--- config.mk ---
export PLATFORM = sky130hd
export DESIGN_NAME = gtg_cordic
export DESIGN_NICKNAME = d
export VERILOG_FILES = /design/src/hdl/gtg_pkg.sv /design/src/hdl/gtg_cordic.sv
export SDC_FILE = /design/constraint.sdc
export NUM_CORES = 2
export LEC_CHECK = 0
export BUFFER_PORTS_ARGS = -buffer_cell sky130_fd_sc_hd__buf_2
export CAP_MARGIN = 5
export CORE_ASPECT_RATIO = 0.9
export CORE_MARGIN = 2
export CORE_UTILIZATION = 40
export DETAILED_ROUTE_END_ITERATION = 8
export HOLD_SLACK_MARGIN = 0.03
export PLACE_DENSITY_LB_ADDON = 0.08
export SYNTH_ARGS = -nofsm -noshare
export SYNTH_HDL_FRONTEND = slang
export SYNTH_SLANG_ARGS = --single-unit
--- constraint.sdc ---
create_clock -name clock -period 12.1 [get_ports clock]
set_clock_uncertainty 0.1 [all_clocks]
set_input_delay 1.21 -clock clock [delete_from_list [all_inputs] [get_ports clock]]
set_output_delay 1.21 -clock clock [all_outputs]
set_load 0.01 [all_outputs]
--- src/hdl/gtg_pkg.sv ---
package gtg_pkg;

   localparam int MAX_STAGES = 24;
   localparam int GUARD_BITS = 12;
   localparam int ANG_FRAC   = 30;

   localparam int POS_W  = 15;
   localparam int DIFF_W = 16;
   localparam int XY_W   = 31;
   localparam int Z_W    = 35;
   localparam int BEAR_W = 17;
   localparam int ERR_W  = 18;

   localparam logic signed [Z_W-1:0]   PI_Q30       = 35'sd3373259426;
   localparam logic [29:0]             INV_GAIN_Q30 = 30'd652032874;
   localparam logic signed [ERR_W-1:0] PI_Q12       = 18'sd12868;
   localparam logic signed [ERR_W-1:0] TWO_PI_Q12   = 18'sd25736;

   localparam logic [11:0] LINEAR_GAIN_RESET  = 12'd512;
   localparam logic [11:0] ANGULAR_GAIN_RESET = 12'd512;
   localparam logic [15:0] DIST_TOL_RESET     = 16'd102;
   localparam logic [13:0] HEAD_TOL_RESET     = 14'd410;

   typedef logic [1:0] csr_index_type;
   localparam csr_index_type REG_LINEAR_GAIN  = 2'd0;
   localparam csr_index_type REG_ANGULAR_GAIN = 2'd1;
   localparam csr_index_type REG_DIST_TOL     = 2'd2;
   localparam csr_index_type REG_HEAD_TOL     = 2'd3;

   typedef struct packed {
      logic [11:0] linear_gain;
      logic [11:0] angular_gain;
      logic [15:0] distance_tolerance;
      logic [13:0] heading_tolerance;
   } cfg_type;

   typedef struct packed {
      logic signed [DIFF_W-1:0] dx;
      logic signed [DIFF_W-1:0] dy;
      logic signed [POS_W-1:0]  heading;
      logic                     zero;
   } cordic_in_type;

   typedef struct packed {
      logic signed [XY_W-1:0]  x;
      logic signed [XY_W-1:0]  y;
      logic signed [Z_W-1:0]   z;
      logic signed [POS_W-1:0] heading;
      logic                    zero;
   } vec_type;

   typedef struct packed {
      logic signed [XY_W-1:0]  x;
      logic signed [Z_W-1:0]   z;
      logic signed [POS_W-1:0] heading;
      logic                    zero;
   } cordic_out_type;

   typedef struct packed {
      logic [15:0]        linear_speed;
      logic signed [15:0] angular_speed;
      logic               goal_reached;
   } rsp_type;

   // atan(2^-i) in q5.30, truncated
   function automatic logic signed [Z_W-1:0] atan_q30(input int idx);
      logic signed [Z_W-1:0] v;
      case (idx)
         0:       v = 35'sd843314856;
         1:       v = 35'sd497837829;
         2:       v = 35'sd263043836;
         3:       v = 35'sd133525158;
         4:       v = 35'sd67021686;
         5:       v = 35'sd33543515;
         6:       v = 35'sd16775850;
         7:       v = 35'sd8388437;
         8:       v = 35'sd4194282;
         9:       v = 35'sd2097149;
         10:      v = 35'sd1048575;
         11:      v = 35'sd524287;
         12:      v = 35'sd262143;
         13:      v = 35'sd131071;
         14:      v = 35'sd65535;
         15:      v = 35'sd32767;
         16:      v = 35'sd16383;
         17:      v = 35'sd8191;
         18:      v = 35'sd4095;
         19:      v = 35'sd2047;
         20:      v = 35'sd1023;
         21:      v = 35'sd511;
         22:      v = 35'sd255;
         23:      v = 35'sd127;
         default: v = '0;
      endcase
      return v;
   endfunction

endpackage

--- src/hdl/gtg_cordic.sv ---
module gtg_cordic #(
   parameter int STAGES = 16
) (
   input  logic                   clock,
   input  logic                   reset,
   input  logic                   in_valid,
   output logic                   in_ready,
   input  gtg_pkg::cordic_in_type in_data,
   output logic                   out_valid,
   input  logic                   out_ready,
   output gtg_pkg::cordic_out_type out_data
);

   gtg_pkg::vec_type   vec_ff [0:STAGES];
   gtg_pkg::vec_type   pre_in;
   logic [STAGES:0]    valid_ff;
   logic [STAGES+1:0]  ready;

   assign ready[STAGES+1] = out_ready;
   assign in_ready        = ready[0];

   // pre-rotation by pi into the right half plane
   always_comb begin
      logic signed [gtg_pkg::XY_W-1:0] px;
      logic signed [gtg_pkg::XY_W-1:0] py;
      px = {{(gtg_pkg::XY_W-gtg_pkg::DIFF_W-gtg_pkg::GUARD_BITS){in_data.dx[gtg_pkg::DIFF_W-1]}},
            in_data.dx, gtg_pkg::GUARD_BITS'(0)};
      py = {{(gtg_pkg::XY_W-gtg_pkg::DIFF_W-gtg_pkg::GUARD_BITS){in_data.dy[gtg_pkg::DIFF_W-1]}},
            in_data.dy, gtg_pkg::GUARD_BITS'(0)};
      pre_in.heading = in_data.heading;
      pre_in.zero    = in_data.zero;
      if (in_data.dx[gtg_pkg::DIFF_W-1]) begin
         pre_in.x = -px;
         pre_in.y = -py;
         pre_in.z = in_data.dy[gtg_pkg::DIFF_W-1] ? -gtg_pkg::PI_Q30 : gtg_pkg::PI_Q30;
      end else begin
         pre_in.x = px;
         pre_in.y = py;
         pre_in.z = '0;
      end
   end

   assign ready[0] = ~valid_ff[0] | ready[1];

   always_ff @(posedge clock) begin
      if (reset) begin
         valid_ff[0] <= 1'b0;
      end else if (ready[0]) begin
         valid_ff[0] <= in_valid;
      end
      if (ready[0] && in_valid) begin
         vec_ff[0] <= pre_in;
      end
   end

   for (genvar k = 1; k <= STAGES; k++) begin : g_stage
      localparam int I = k - 1;
      gtg_pkg::vec_type nxt_in;

      always_comb begin
         logic signed [gtg_pkg::XY_W-1:0] xs;
         logic signed [gtg_pkg::XY_W-1:0] ys;
         xs = vec_ff[k-1].x >>> I;
         ys = vec_ff[k-1].y >>> I;
         nxt_in = vec_ff[k-1];
         if (!vec_ff[k-1].y[gtg_pkg::XY_W-1]) begin
            nxt_in.x = vec_ff[k-1].x + ys;
            nxt_in.y = vec_ff[k-1].y - xs;
            nxt_in.z = vec_ff[k-1].z + gtg_pkg::atan_q30(I);
         end else begin
            nxt_in.x = vec_ff[k-1].x - ys;
            nxt_in.y = vec_ff[k-1].y + xs;
            nxt_in.z = vec_ff[k-1].z - gtg_pkg::atan_q30(I);
         end
      end

      assign ready[k] = ~valid_ff[k] | ready[k+1];

      always_ff @(posedge clock) begin
         if (reset) begin
            valid_ff[k] <= 1'b0;
         end else if (ready[k]) begin
            valid_ff[k] <= valid_ff[k-1];
         end
         if (ready[k] && valid_ff[k-1]) begin
            vec_ff[k] <= nxt_in;
         end
      end
   end

   assign out_valid        = valid_ff[STAGES];
   assign out_data.x       = vec_ff[STAGES].x;
   assign out_data.z       = vec_ff[STAGES].z;
   assign out_data.heading = vec_ff[STAGES].heading;
   assign out_data.zero    = vec_ff[STAGES].zero;

endmodule

; ---- After elaboration in Yosys (flattened, before gate mapping)
; Memory sizes are Yosys's and may differ from the RTL's.
; Index checks and enable logic that the tools add are counted.
[classes]
mux = 52
addsub = 97
reduce_logical = 17
bitwise = 34
[op_table]
columns = op, count
row1 = $mux W97, 17
row2 = $add A31 B16 Y31, 2
row3 = $add A31 B17 Y31, 2
row4 = $add A31 B18 Y31, 2
row5 = $add A31 B19 Y31, 2
row6 = $add A31 B20 Y31, 2
row7 = $add A31 B21 Y31, 2
row8 = $add A31 B22 Y31, 2
row9 = $add A31 B23 Y31, 2
row10 = $add A31 B24 Y31, 2
row11 = $add A31 B25 Y31, 2
row12 = $add A31 B26 Y31, 2
row13 = $add A31 B27 Y31, 2
row14 = $add A31 B28 Y31, 2
row15 = $add A31 B29 Y31, 2
row16 = $add A31 B30 Y31, 2
row17 = $neg A28 Y31, 2
row18 = $sub A31 B16 Y31, 2
row19 = $sub A31 B17 Y31, 2
row20 = $sub A31 B18 Y31, 2
row21 = $sub A31 B19 Y31, 2
row22 = $sub A31 B20 Y31, 2
row23 = $sub A31 B21 Y31, 2
row24 = $sub A31 B22 Y31, 2
row25 = other kinds (47), 137
[word_totals]
mem_count = 1
input_bits = 52
ramBits = 1921
wordCells = 218
regBits = 17
[mem_list]
columns = memory, depth, width, rd, rd_clocked_by_memory_dff, write_ports, line
row1 = vec_ff, 17, 113, 17, 0, 17, gtg_cordic.sv:14  ; gtg_pkg::vec_type vec_ff [0:STAGES];

; ---- Logic depth before layout (Yosys ltp)
[logic_depth]
ltp_word = 21
ltp_mapped = 21
depth_no_buf = 20

; ---- Worst setup path after synthesis
; OpenSTA, ideal clock, no wires.
[synth_path]
kind = input to register
startpoint = input port out_ready
endpoint = memory vec_ff[8][0] (netlist bit), enable pin
cell_stages = 7
required_time_ps = 11246
arrival_time_ps = 10338
setup_slack_ps = 908
cell_sequence = nor2b_1 -> and3_1 -> and3_1 -> and2_1 -> clkbuf_1 -> and3_1 -> a21boi_0
[synth_lines]
columns = element, line
row1 = "start, declared", gtg_cordic.sv:10  ; input logic out_ready,
row2 = "end, declared", gtg_cordic.sv:14

; ---- Worst setup path in the final report
[layout_path]
startpoint = input port out_ready
endpoint = output port in_ready
[layout_between]
elab_chain_cells = 17
[layout_lines]
columns = element, line
row1 = $or A1 B1 Y1 (16 in series), gtg_cordic.sv:77  ; assign ready[k] = ~valid_ff[k] | ready[k+1];
row2 = $or A1 B1 Y1, gtg_cordic.sv:43  ; assign ready[0] = ~valid_ff[0] | ready[1];
row3 = "end, declared", gtg_cordic.sv:7  ; output logic in_ready,
; No other way between the ends.

==> run metrics <==
crit start category primary input; Async SR Flop Fraction 0%; WL final ~350,000 um; number of remaining DRC errors 0; leakage between 50 and 60 nW; Iter 0 DRT Violations between 6,000 and 7,000; crit-path max FO 8; post-layout minimum cycle time around 5.7 ns; fmax 175 MHz; critical path class primary input to output port; Via Count between 90,000 and 100k; largest net degree at the start of global routing 79; Setup violations, final 0; clk slew on worst S/H paths approximately 0.06 ns; DRT antenna net count 0; setup_tns 0 ns; post-synthesis sequential area ratio 40.4%; final slew viol count 0; endpoint class of the critical path output port; FF+latch count, synth approximately 1,700; vias per std cell around 5.6; CTS Buffer Depth 4; dpl hpwl approximately 280,000 um; top-level port count roughly 140; global-route wire length before repair 540,000 um; Power Density about 110 nW/um2; CTS tree yes; number of synthesized flops with an enable pin 1,714; maximum VDD drop between 0.0001 and 0.00015 V; # rows 197; clk sinks 1,731; gpl congestion 0.896; max cap viols 0; worst hold path class flop to flop; Post-Synthesis Cell Area 128,000 um2; hold_ws 0.303 ns; grt total ovfl 0; WL per Instance ~20 um; Synth-to-Final Area Change 10.3%; Hold Vio Cnt, Final 0; status completed; DRT Pass-1 Iters 6; CTS H-tree depth 4; Total GRT Usage between 20% and 30%; Yosys top cell area share roughly two fifths; list of most frequent post-synthesis cells edfxtp_1, ha_1, a21oi_1; share of cells above drive strength 1 under 10%; initial antenna violation count 34; initial core utilization approximately two fifths; clk_lat worst skew 0.90 ns; DIE AREA around 330,000 um2; Yosys top cell by area edfxtp_1; yosys warns 0; Tcrit/Tclk final between 40% and 50%; CTS Hold Bufs 0; distinct cell type count after synthesis about 100; final net count ~14,000; worst path required time about 11 ns; post_cts resized 0; root buffer cell clkbuf_16; design area ~140,000 um2; cell count after synthesis 12,700; RSZ-0062 raised after global routing false; chip height approximately 540 um; syn avg cell area around 10 um2; top-count cell post-synth edfxtp_1; Post-DP Area 135,000 um2; synth top area cells edfxtp_1, ha_1, xnor2_1; core area between 300,000 and 400,000 um2; Max-slew headroom about 15%; # Post-CTS Setup Buffers 0; Die X 601 um; worst slew pin tran 1.24 ns; crit path DAT 4.41 ns; cts bufs inserted 210; vias in the first global route a little over 90,000; Main synth FF type edfxtp_1; Port Buffers ~130
-- metrics by stage --
| stage | total power, W | util (%) | cells | setup WS [ns] |
|---|---|---|---|---|
| after detailed placement | 0.00898 | 42.1 | 17100 | 6.21 |
| after global routing | 0.0160 | 44.3 | 17500 | 6.14 |
| after CTS | 0.0156 | 44.3 | 17500 | 6.42 |
| final | 0.0154 | 44.3 | 17500 | 6.38 |
| after floorplan | 0.00848 | - | 12700 | 0.908 |
| after global placement | 0.00896 | 42.1 | 17100 | 6.28 |
-- power breakdown --
| group | switching (W) | internal, W | leakage (nW) |
|---|---|---|---|
| Clock | 0.00265 | 0.00385 | 3.44 |
| Sequential | 0.000124 | 0.00678 | 15.6 |
| Combinational | 0.00112 | 0.000834 | 36.8 |
-- layout by cell type (no fill, tap or decap), types with 181 or more instances in the layout --
cell       instances
a21oi_1         1233
a21o_1           514
clkbuf_16        212
nor3_1           364
nand2b_1         181
xor2_1           572
o21a_1           189
nand3_1          257
edfxtp_1        1714
nor2b_1          183
ha_1            1385
nor2_1          1182
xnor2_1         1166
o21ai_0          522
nand2_1          632
inv_1            553
-- flip-flops by register name, indices dropped and copies added (netlist names) --
signal     cells
valid_ff      16
vec_ff      1714
out_valid      1
-- cell type report --
type	instances	area [um2]
repair buffers	204	1200
flip-flops and latches	1731	51800
clock inverters	150	1720
fillers	30200	178000
diodes	5	12.5
clock buffers	230	5390
multi-input cells	10300	74100
well taps	4278	5350
inverters	557	2090
-- logic make-up after synthesis --
logic type	Yosys count	share of synthesized area (%)
buffers and inverters	716	2.11
muxes	59	0.494
other	1	0.00292
and+or+nand+nor	3489	13.1
adders and majority gates	1422	14.1
xor gates and xnor gates	1738	11.9
AOI/OAI and AO/OA	3590	18.0
DFF	1731	40.4
-- worst max-delay path, stage by stage --
cell	delay, ns
buf_2	0.10
nor2b_1	0.47
and3_1	0.45
and3_1	0.35
and2_1	0.56
nand3_1	0.18
nor2_1	0.58
nand4_1	0.26
buf_2	0.24
-- final timing paths --
| path | from | end | slack [ns] | cells past startpoint |
|---|---|---|---|---|
| min reg2reg | vec_ff[2][14] | vec_ff[3][14] | 0.30 | 0 |
| max reg2reg | vec_ff[7][93] | vec_ff[8][80] | 6.74 | 19 |
| max | out_ready | in_ready | 6.38 | 9 |
| min | vec_ff[2][14] | vec_ff[3][14] | 0.30 | 0 |
-- routing by layer --
layer  GRT usage, %  share of wire [%]  vias up
met2           33.7                 45     2057
met5              0             0.0077        -
met3           2.09                4.3      420
met1           29.8                 48    46400
li1               -                  -    48000
met4           5.02                2.3        4
Note: power is estimated with default switching activity, not from simulation.
