<file path="src/hdl/gtg_pkg.sv">
package gtg_pkg;

   localparam int MAX_STAGES = 24;
   localparam int GUARD_BITS = 12;
   localparam int ANG_FRAC   = 30;

   localparam int POS_W  = 15;
   localparam int DIFF_W = 16;
   localparam int XY_W   = 31;
   localparam int Z_W    = 35;
   localparam int BEAR_W = 17;
   localparam int ERR_W  = 18;

   localparam logic signed [Z_W-1:0]   PI_Q30       = 35'sd3373259426;
   localparam logic [29:0]             INV_GAIN_Q30 = 30'd652032874;
   localparam logic signed [ERR_W-1:0] PI_Q12       = 18'sd12868;
   localparam logic signed [ERR_W-1:0] TWO_PI_Q12   = 18'sd25736;

   localparam logic [11:0] LINEAR_GAIN_RESET  = 12'd512;
   localparam logic [11:0] ANGULAR_GAIN_RESET = 12'd512;
   localparam logic [15:0] DIST_TOL_RESET     = 16'd102;
   localparam logic [13:0] HEAD_TOL_RESET     = 14'd410;

   typedef logic [1:0] csr_index_type;
   localparam csr_index_type REG_LINEAR_GAIN  = 2'd0;
   localparam csr_index_type REG_ANGULAR_GAIN = 2'd1;
   localparam csr_index_type REG_DIST_TOL     = 2'd2;
   localparam csr_index_type REG_HEAD_TOL     = 2'd3;

   typedef struct packed {
      logic [11:0] linear_gain;
      logic [11:0] angular_gain;
      logic [15:0] distance_tolerance;
      logic [13:0] heading_tolerance;
   } cfg_type;

   typedef struct packed {
      logic signed [DIFF_W-1:0] dx;
      logic signed [DIFF_W-1:0] dy;
      logic signed [POS_W-1:0]  heading;
      logic                     zero;
   } cordic_in_type;

   typedef struct packed {
      logic signed [XY_W-1:0]  x;
      logic signed [XY_W-1:0]  y;
      logic signed [Z_W-1:0]   z;
      logic signed [POS_W-1:0] heading;
      logic                    zero;
   } vec_type;

   typedef struct packed {
      logic signed [XY_W-1:0]  x;
      logic signed [Z_W-1:0]   z;
      logic signed [POS_W-1:0] heading;
      logic                    zero;
   } cordic_out_type;

   typedef struct packed {
      logic [15:0]        linear_speed;
      logic signed [15:0] angular_speed;
      logic               goal_reached;
   } rsp_type;

   // atan(2^-i) in q5.30, truncated
   function automatic logic signed [Z_W-1:0] atan_q30(input int idx);
      logic signed [Z_W-1:0] v;
      case (idx)
         0:       v = 35'sd843314856;
         1:       v = 35'sd497837829;
         2:       v = 35'sd263043836;
         3:       v = 35'sd133525158;
         4:       v = 35'sd67021686;
         5:       v = 35'sd33543515;
         6:       v = 35'sd16775850;
         7:       v = 35'sd8388437;
         8:       v = 35'sd4194282;
         9:       v = 35'sd2097149;
         10:      v = 35'sd1048575;
         11:      v = 35'sd524287;
         12:      v = 35'sd262143;
         13:      v = 35'sd131071;
         14:      v = 35'sd65535;
         15:      v = 35'sd32767;
         16:      v = 35'sd16383;
         17:      v = 35'sd8191;
         18:      v = 35'sd4095;
         19:      v = 35'sd2047;
         20:      v = 35'sd1023;
         21:      v = 35'sd511;
         22:      v = 35'sd255;
         23:      v = 35'sd127;
         default: v = '0;
      endcase
      return v;
   endfunction

endpackage

</file>
<file path="src/hdl/gtg_steer.sv">
module gtg_steer (
   input  logic                    clock,
   input  logic                    reset,
   input  gtg_pkg::cfg_type        cfg,
   input  logic                    in_valid,
   output logic                    in_ready,
   input  gtg_pkg::cordic_out_type in_data,
   output logic                    out_valid,
   input  logic                    out_ready,
   output gtg_pkg::rsp_type        out_data
);

   // stage a: distance scaling product, bearing rounding
   logic                              a_valid_ff;
   logic [59:0]                       a_prod_ff, a_prod_in;
   logic signed [gtg_pkg::BEAR_W-1:0] a_bear_ff, a_bear_in;
   logic signed [gtg_pkg::POS_W-1:0]  a_head_ff;
   // stage b: distance, wrapped heading error
   logic                              b_valid_ff;
   logic [15:0]                       b_dist_ff, b_dist_in;
   logic signed [gtg_pkg::ERR_W-1:0]  b_err_ff, b_err_in;
   // stage c: tolerance check, gain products
   logic                              c_valid_ff;
   logic                              c_reached_ff, c_reached_in;
   logic [27:0]                       c_lin_ff, c_lin_in;
   logic signed [30:0]                c_ang_ff, c_ang_in;
   // stage d: output register
   logic                              d_valid_ff;
   gtg_pkg::rsp_type                  d_data_ff, d_data_in;

   logic a_ready, b_ready, c_ready, d_ready;

   assign d_ready  = ~d_valid_ff | out_ready;
   assign c_ready  = ~c_valid_ff | d_ready;
   assign b_ready  = ~b_valid_ff | c_ready;
   assign a_ready  = ~a_valid_ff | b_ready;
   assign in_ready = a_ready;

   always_comb begin
      logic [29:0]                    xc;
      logic signed [gtg_pkg::Z_W-1:0] zr;
      xc = in_data.x[gtg_pkg::XY_W-1] ? '0 : in_data.x[29:0];
      a_prod_in = 60'(xc) * 60'(gtg_pkg::INV_GAIN_Q30);
      zr = in_data.z + (gtg_pkg::Z_W'(1) <<< (gtg_pkg::ANG_FRAC - 13));
      a_bear_in = in_data.zero ? '0 : zr[gtg_pkg::Z_W-1:gtg_pkg::ANG_FRAC-12];
   end

   always_comb begin
      logic [60:0]                      sum;
      logic [18:0]                      d19;
      logic signed [gtg_pkg::ERR_W-1:0] e0;
      logic signed [gtg_pkg::ERR_W-1:0] e1;
      sum = {1'b0, a_prod_ff} + (61'd1 << (gtg_pkg::ANG_FRAC + gtg_pkg::GUARD_BITS - 1));
      d19 = sum[60:42];
      b_dist_in = (d19 > 19'd65535) ? 16'hffff : d19[15:0];
      e0 = gtg_pkg::ERR_W'(a_bear_ff) - gtg_pkg::ERR_W'(a_head_ff);
      e1 = (e0 > gtg_pkg::PI_Q12) ? e0 - gtg_pkg::TWO_PI_Q12 : e0;
      b_err_in = (e1 < -gtg_pkg::PI_Q12) ? e1 + gtg_pkg::TWO_PI_Q12 : e1;
   end

   always_comb begin
      logic [gtg_pkg::ERR_W-2:0]        aerr;
      logic signed [gtg_pkg::ERR_W-1:0] neg;
      neg  = -b_err_ff;
      aerr = b_err_ff[gtg_pkg::ERR_W-1] ? neg[gtg_pkg::ERR_W-2:0]
                                        : b_err_ff[gtg_pkg::ERR_W-2:0];
      c_reached_in = !((b_dist_ff > cfg.distance_tolerance) ||
                       (aerr > (gtg_pkg::ERR_W-1)'(cfg.heading_tolerance)));
      c_lin_in = 28'(cfg.linear_gain) * 28'(b_dist_ff);
      c_ang_in = $signed({1'b0, cfg.angular_gain}) * b_err_ff;
   end

   always_comb begin
      logic [28:0]        lsum;
      logic signed [30:0] asum;
      logic [20:0]        l21;
      logic signed [22:0] a23;
      lsum = {1'b0, c_lin_ff} + 29'd128;
      asum = c_ang_ff + 31'sd128;
      l21  = lsum[28:8];
      a23  = asum[30:8];
      d_data_in.goal_reached = c_reached_ff;
      if (c_reached_ff) begin
         d_data_in.linear_speed  = '0;
         d_data_in.angular_speed = '0;
      end else begin
         d_data_in.linear_speed = (l21 > 21'd65535) ? 16'hffff : l21[15:0];
         if (a23 > 23'sd32767) begin
            d_data_in.angular_speed = 16'sh7fff;
         end else if (a23 < -23'sd32768) begin
            d_data_in.angular_speed = 16'sh8000;
         end else begin
            d_data_in.angular_speed = a23[15:0];
         end
      end
   end

   always_ff @(posedge clock) begin
      if (reset) begin
         a_valid_ff <= 1'b0;
         b_valid_ff <= 1'b0;
         c_valid_ff <= 1'b0;
         d_valid_ff <= 1'b0;
      end else begin
         if (a_ready) begin
            a_valid_ff <= in_valid;
         end
         if (b_ready) begin
            b_valid_ff <= a_valid_ff;
         end
         if (c_ready) begin
            c_valid_ff <= b_valid_ff;
         end
         if (d_ready) begin
            d_valid_ff <= c_valid_ff;
         end
      end
      if (a_ready && in_valid) begin
         a_prod_ff <= a_prod_in;
         a_bear_ff <= a_bear_in;
         a_head_ff <= in_data.heading;
      end
      if (b_ready && a_valid_ff) begin
         b_dist_ff <= b_dist_in;
         b_err_ff  <= b_err_in;
      end
      if (c_ready && b_valid_ff) begin
         c_reached_ff <= c_reached_in;
         c_lin_ff     <= c_lin_in;
         c_ang_ff     <= c_ang_in;
      end
      if (d_ready && c_valid_ff) begin
         d_data_ff <= d_data_in;
      end
   end

   assign out_valid = d_valid_ff;
   assign out_data  = d_data_ff;

endmodule

</file>
<file path="config.mk">
export PLATFORM = sky130hd
export DESIGN_NAME = gtg_steer
export DESIGN_NICKNAME = d
export VERILOG_FILES = /design/src/hdl/gtg_pkg.sv /design/src/hdl/gtg_steer.sv
export SDC_FILE = /design/constraint.sdc
export NUM_CORES = 2
export LEC_CHECK = 0
export BUFFER_PORTS_ARGS = -buffer_cell sky130_fd_sc_hd__buf_2
export CORE_MARGIN = 2
export CORE_UTILIZATION = 40
export CTS_BUF_LIST = sky130_fd_sc_hd__clkbuf_4 sky130_fd_sc_hd__clkbuf_8 sky130_fd_sc_hd__clkbuf_16
export CTS_CLUSTER_SIZE = 14
export DETAILED_ROUTE_END_ITERATION = 8
export PLACE_DENSITY = 0.66
export SETUP_SLACK_MARGIN = 0.02
export SYNTH_ARGS = -nofsm -noshare
export SYNTH_HDL_FRONTEND = slang
export SYNTH_SLANG_ARGS = --single-unit
</file>
<file path="constraint.sdc">
create_clock -name clock -period 13 [get_ports clock]
set_input_delay 0 -clock clock [delete_from_list [all_inputs] [get_ports clock]]
set_output_delay 0 -clock clock [all_outputs]
set_load 0.01 [all_outputs]
</file>
Yosys cells after proc, flatten, opt, wreduce, memory -nomap -nowiden
Cells that the tools add are included.

operators by class
  $add $sub $neg = 8
  multiply operators = 3
  divide/modulo/power cells = 0
  magnitude comparators = 8
  equality and inequality tests = 0
  shift-type cells = 0
  mux-type cells = 7
  bitwise operators = 8
  reductions and logical operators = 7

operators by type and width
  operator                number
  $add 60x42->61 const B  1
  $mul 30x29->59 const B  1
  $mux 18                 2
  $add 35x19->35 const B  1
  $mux 16                 2
  $add 31x9->31 const B   1
  $mul 13x18->31          1
  $mux 30                 1
  $add 28x8->29 const B   1
  $mul 12x16->28          1
  $gt 23x16->1 const B    1
  $lt 23x16->1 const B    1
  $gt 21x16->1 const B    1
  $gt 19x16->1 const B    1
  $add 18x16->18 const B  1
  $gt 18x15->1 const B    1
  $lt 18x15->1 const B    1
  $sub 17x15->18          1
  $sub 18x16->18 const B  1
  $gt 17x14->1            1
  $mux 17                 1
  $neg 17->17             1
  $gt 16x16->1            1
  $mux 15                 1
  other kinds (6)         15

word-level totals
  flip-flop bits (word level) = 222
  bits in latches = 0
  bits in writable memories = 0
  memory bits (read-only) = 0
  word-level logic and storage cells = 57
  memories kept = 0

Logic depth before layout (Yosys ltp)
  depth after elaboration = 6
  mapped depth = 31

Worst setup path after synthesis
No wires, ideal clock.

  path type = input to register
  from = input port in_data[81] in the netlist's numbering
  to = register a_prod_ff[56] (data pin)
  library setup time = 0.258 ns
  arrival = 7.499 ns
  required time = 12.742 ns
  path slack = 5.243 ns
  stages on the path = 29
  buffers on the path = 2
  cell sequence = clkbuf_1 clkbuf_1 nand2b_1 inv_1 fa_1 inv_1 fa_1 inv_1 fa_1 fa_1 fa_1 fa_1 fa_1 inv_1 fa_1 inv_1 ha_1 nand3_1 nor2_1 nand3_1 o21ai_0 a2111oi_0 o211ai_1 a2bb2oi_1 a221oi_1 o21ai_0 o21a_1 a31oi_1 xnor2_1

between the ends
  longest elaborated chain between the ends = 2

RTL lines
  item                     RTL line          source
  start, declared          gtg_steer.sv:7    input gtg_pkg::cordic_out_type in_data,
  $mux 30                  gtg_steer.sv:42   xc = in_data.x[gtg_pkg::XY_W-1] ? '0 : in_data.x[29:0];
  $mul 30x29->59           gtg_steer.sv:43   a_prod_in = 60'(xc) * 60'(gtg_pkg::INV_GAIN_Q30);
  named net a_prod_in[56]  gtg_steer.sv:15   logic [59:0] a_prod_ff, a_prod_in;
  end signal, assigned     gtg_steer.sv:119  a_prod_ff <= a_prod_in;
  end, declared            gtg_steer.sv:15

The timed path passes the listed nets, and every way through them passes these cells.
A chain may end at the register's enable or synchronous reset.

Worst setup path in the final report
  from = input port in_data[81] in the netlist's numbering
  to = register a_prod_ff[51] (data pin)

Same word-level chain as after synthesis.

==> key figures <==
Place
  – HPWL reported at the end of detailed placement: 80,280 um
  – PortBufs: 157
  – Gpl congestion: 0.9314

Critical path
  – Worst path max stage delay: 0.64 ns
  – Crit path buf inv count: 7
  – Required @ worst endpoint: 13.20 ns
  – Worst Setup End Kind: flop
  – Crit-path most repeated cell: fa_1
  – Family with the most delay on the worst path: adder cells
  – Crit start category: primary input
  – Crit path max fanout: 47
  – Worst EP arrival: 9.11 ns
  – Kind of critical path: primary input to flop
  – CP max-delay cell: a221oi_1

Route
  – Via density: 5.043
  – Avg WL per Cell: 17.47 um
  – # DRC: 0
  – Total iterations of the first detailed-routing run: 5
  – 1st-iter DRT viols: 1,533
  – Post-DRT Antenna Nets: 0
  – Vias: 27,536
  – Total Wirelength: 95,400 um

Floorplan
  – Row count: 115
  – Io pins: 175
  – DIE WIDTH: 318.0 um
  – Die Y: 318.0 um
  – Die footprint: 101,100 um^2
  – Core ar.: 97,990 um^2
  – Initial Util: 0.4025

Logic synthesis
  – Yosys synthesis warning count: 0
  – Post-synthesis mux area share: 0.002474
  – Syn nets: 5,420
  – Synth top area cells: fa_1 (38%), ha_1 (16%), edfxtp_1 (12%)
  – Syn Inst Count: 4,012
  – Sequential area share after synthesis: 0.1269
  – Post-synthesis register bit count: 168
  – Combinational family with the most area after synthesis: adder cells
  – Post-synth top area cell: fa_1
  – Compound-Gate Fraction of Synth Area: 0.06995
  – Post-synthesis xor/xnor area fraction: 0.03705
  – Simple-gate portion of the synthesized area: 0.1138
  – Synthesized area: 39,440 um^2
  – Adder-Cell Fraction of Synth Area: 0.5456
  – Number of synthesized flops with an enable pin: 164
  – Avg Cell Area, Syn: 9.831 um^2
  – Async S/R FF share, synth: 0
  – Dominant synthesized flop cell: edfxtp_1
  – Top-area cell type share of the netlist area: 0.3822
  – Synth cell types: 90

Final layout
  – Ratio of cells with drive above 1 in the final layout: 0.05994
  – Nets: 5,566
  – Area Growth Syn to Fin: 8.334%

GRT
  – GRT Residual Overflow: 0
  – Vias in the first global route: 29,447
  – First-pass GRT wire length: 157,700 um
  – Antenna violations before repair: 6
  – Largest net degree at the start of global routing: 52
  – Tot GR Track Use: 0.1976

Timing
  – Period utilization: 0.6858
  – Final min period: 8.915 ns
  – Final setup viols: 0
  – RSZ-0062 raised after global routing: no
  – Actual slew at the worst max-slew pin: 1.100 ns
  – Slew Limit Fails: 0
  – Fin. Hold Viols: 0
  – Setup TNS: 0 ns
  – Clk_skew: 0.01621 ns
  – Fmax achieved: 0.1122 GHz
  – Worst slew margin: 0.2649

Min path
  – Worst Hold Class: primary input to flop

CTS
  – Postcts setup bufs: 0
  – Root Driver: clkbuf_16
  – Clock Pin Slew Worst Setup and Hold Paths: 0.07 ns
  – Htree depth: 4
  – CTS Buf Count: 17
  – Clk_lat worst skew: 0.47 ns
  – Max clock buf depth: 2
  – Clock sink total: 168
  – CTS tree: built

Run status
  – Status: complete, no violations

Flow run
  – Max cap viols: 0
==> cell usage in the layout (no fill, tap or decap), types with 10 or more instances in the layout <==
cell,instances
xnor2_1,106
o21a_1,34
dlygate4sd3_1,53
nor2b_1,32
a211oi_1,15
a31oi_1,19
nand2_1,326
a21o_1,39
a21oi_1,102
nor2_1,139
xor2_1,59
or3_1,13
o31ai_1,10
buf_2,157
edfxtp_1,164
nand4_1,19
and3_1,28
fa_1,753
o21ai_0,67
nand3_1,53
clkbuf_16,17
inv_1,995
buf_4,14
o211ai_1,15
ha_1,515
and2_1,179
nor3_1,43
nand2b_1,39
==> cell usage after synthesis (6+ instances only) <==
cell type	n
a211oi_1	15
a21o_1	39
a21oi_1	103
a221oi_1	6
a31oi_1	19
and2_1	179
and3_1	28
and4_1	6
clkbuf_1	91
edfxtp_1	164
fa_1	753
ha_1	515
inv_1	995
mux2i_1	6
nand2_1	326
nand2b_1	39
nand3_1	53
nand4_1	19
nor2_1	139
nor2b_1	34
nor3_1	43
o211ai_1	15
o21a_1	34
o21ai_0	67
o21bai_1	8
o31ai_1	10
or2_2	7
or3_1	13
xnor2_1	106
xor2_1	59
==> metal layers <==
metal,up-vias,part of all wire,track usage
met5,-,0.00032,0
met4,4,0.025,0.05045
met3,131,0.062,0.03197
met2,800,0.49,0.3351
met1,13808,0.43,0.2634
li1,12793,-,-
==> timing repair <==
| item | 4_1_cts | 5_1_grt |
|---|---|---|
| hold buffers | 53 | 0 |
| resized for setup | 0 | 0 |
| endpoints found under the setup margin | 0 | 0 |
| hold endpoints to repair | 36 | 0 |
==> flip-flops by register name, indices dropped and copies added, names as in the netlist, 15 cells and up <==
name,flops
out_data,33
c_lin_ff,21
a_bear_ff,17
a_prod_ff,19
b_err_ff,18
b_dist_ff,16
a_head_ff,15
c_ang_ff,24
==> layout make-up <==
type | count | area (um^2)
diodes | 2 | 5.005
clock buffers | 17 | 425.4
clock inverters | 15 | 153.9
fillers | 9316 | 55260
inverters | 996 | 3739
multi-input cells | 2751 | 30370
flip-flops and latches | 168 | 5005
well taps | 1287 | 1610
repair buffers | 224 | 1421
==> metrics by stage <==
step	util	instance area (um^2)	instances	hold slack (ns)	setup slack, ns
finish	0.4361	42730	5460	0.1122	4.085
global route	0.4360	42730	5459	0.1349	3.463
CTS	0.4360	42720	5458	0.09719	4.042
detailed placement	0.4247	41610	5373	0.2073	3.571
global placement	0.4247	41610	5373	0.2151	3.630
floorplan	-	39440	4012	0.06907	5.243
==> path summary, 6_finish.rpt <==
kind                            from                         end  slack (ns)  cells after the start
max reg2reg    b_err_ff[7]$_DFFE_PP_      c_ang_ff[26]$_DFFE_PP_        6.45                     23
min reg2reg  b_valid_ff$_SDFFE_PP0P_     c_valid_ff$_SDFFE_PP0P_        0.52                      2
max                      in_data[81]     a_prod_ff[51]$_DFFE_PP_        4.09                     29
min                      in_data[35]  a_bear_ff[3]$_SDFFCE_PP0P_        0.11                      4
==> kinds of logic after synthesis <==
kind of cell | Yosys count
adder cells (fa/ha/maj) | 1268
buffers and inverters | 1093
AND/OR/NAND/NOR | 913
AO/OA/AOI/OAI | 395
flip-flops | 168
XOR/XNOR | 166
multiplexers | 9
==> worst register-to-register path: stages, from the launching register on <==
cell and delay (ns):
edfxtp_1 0.81, nand2_1 0.19, fa_1 0.52, fa_1 0.51, inv_1 0.05, fa_1 0.47, inv_1 0.08, fa_1 0.56
inv_1 0.07, fa_1 0.51, ha_1 0.35, o21a_1 0.11, o21a_1 0.16, o21ai_0 0.22, a21o_1 0.12, o31ai_1 0.06
buf_4 0.18, o211a_1 0.25, nor3_1 0.28, o21bai_1 0.14, a21oi_1 0.28, o21bai_1 0.13, a21oi_1 0.19, xnor2_1 0.08
Power is not shown: default switching activity piles up to over one toggle a cycle in this logic, so the estimate is an artifact.
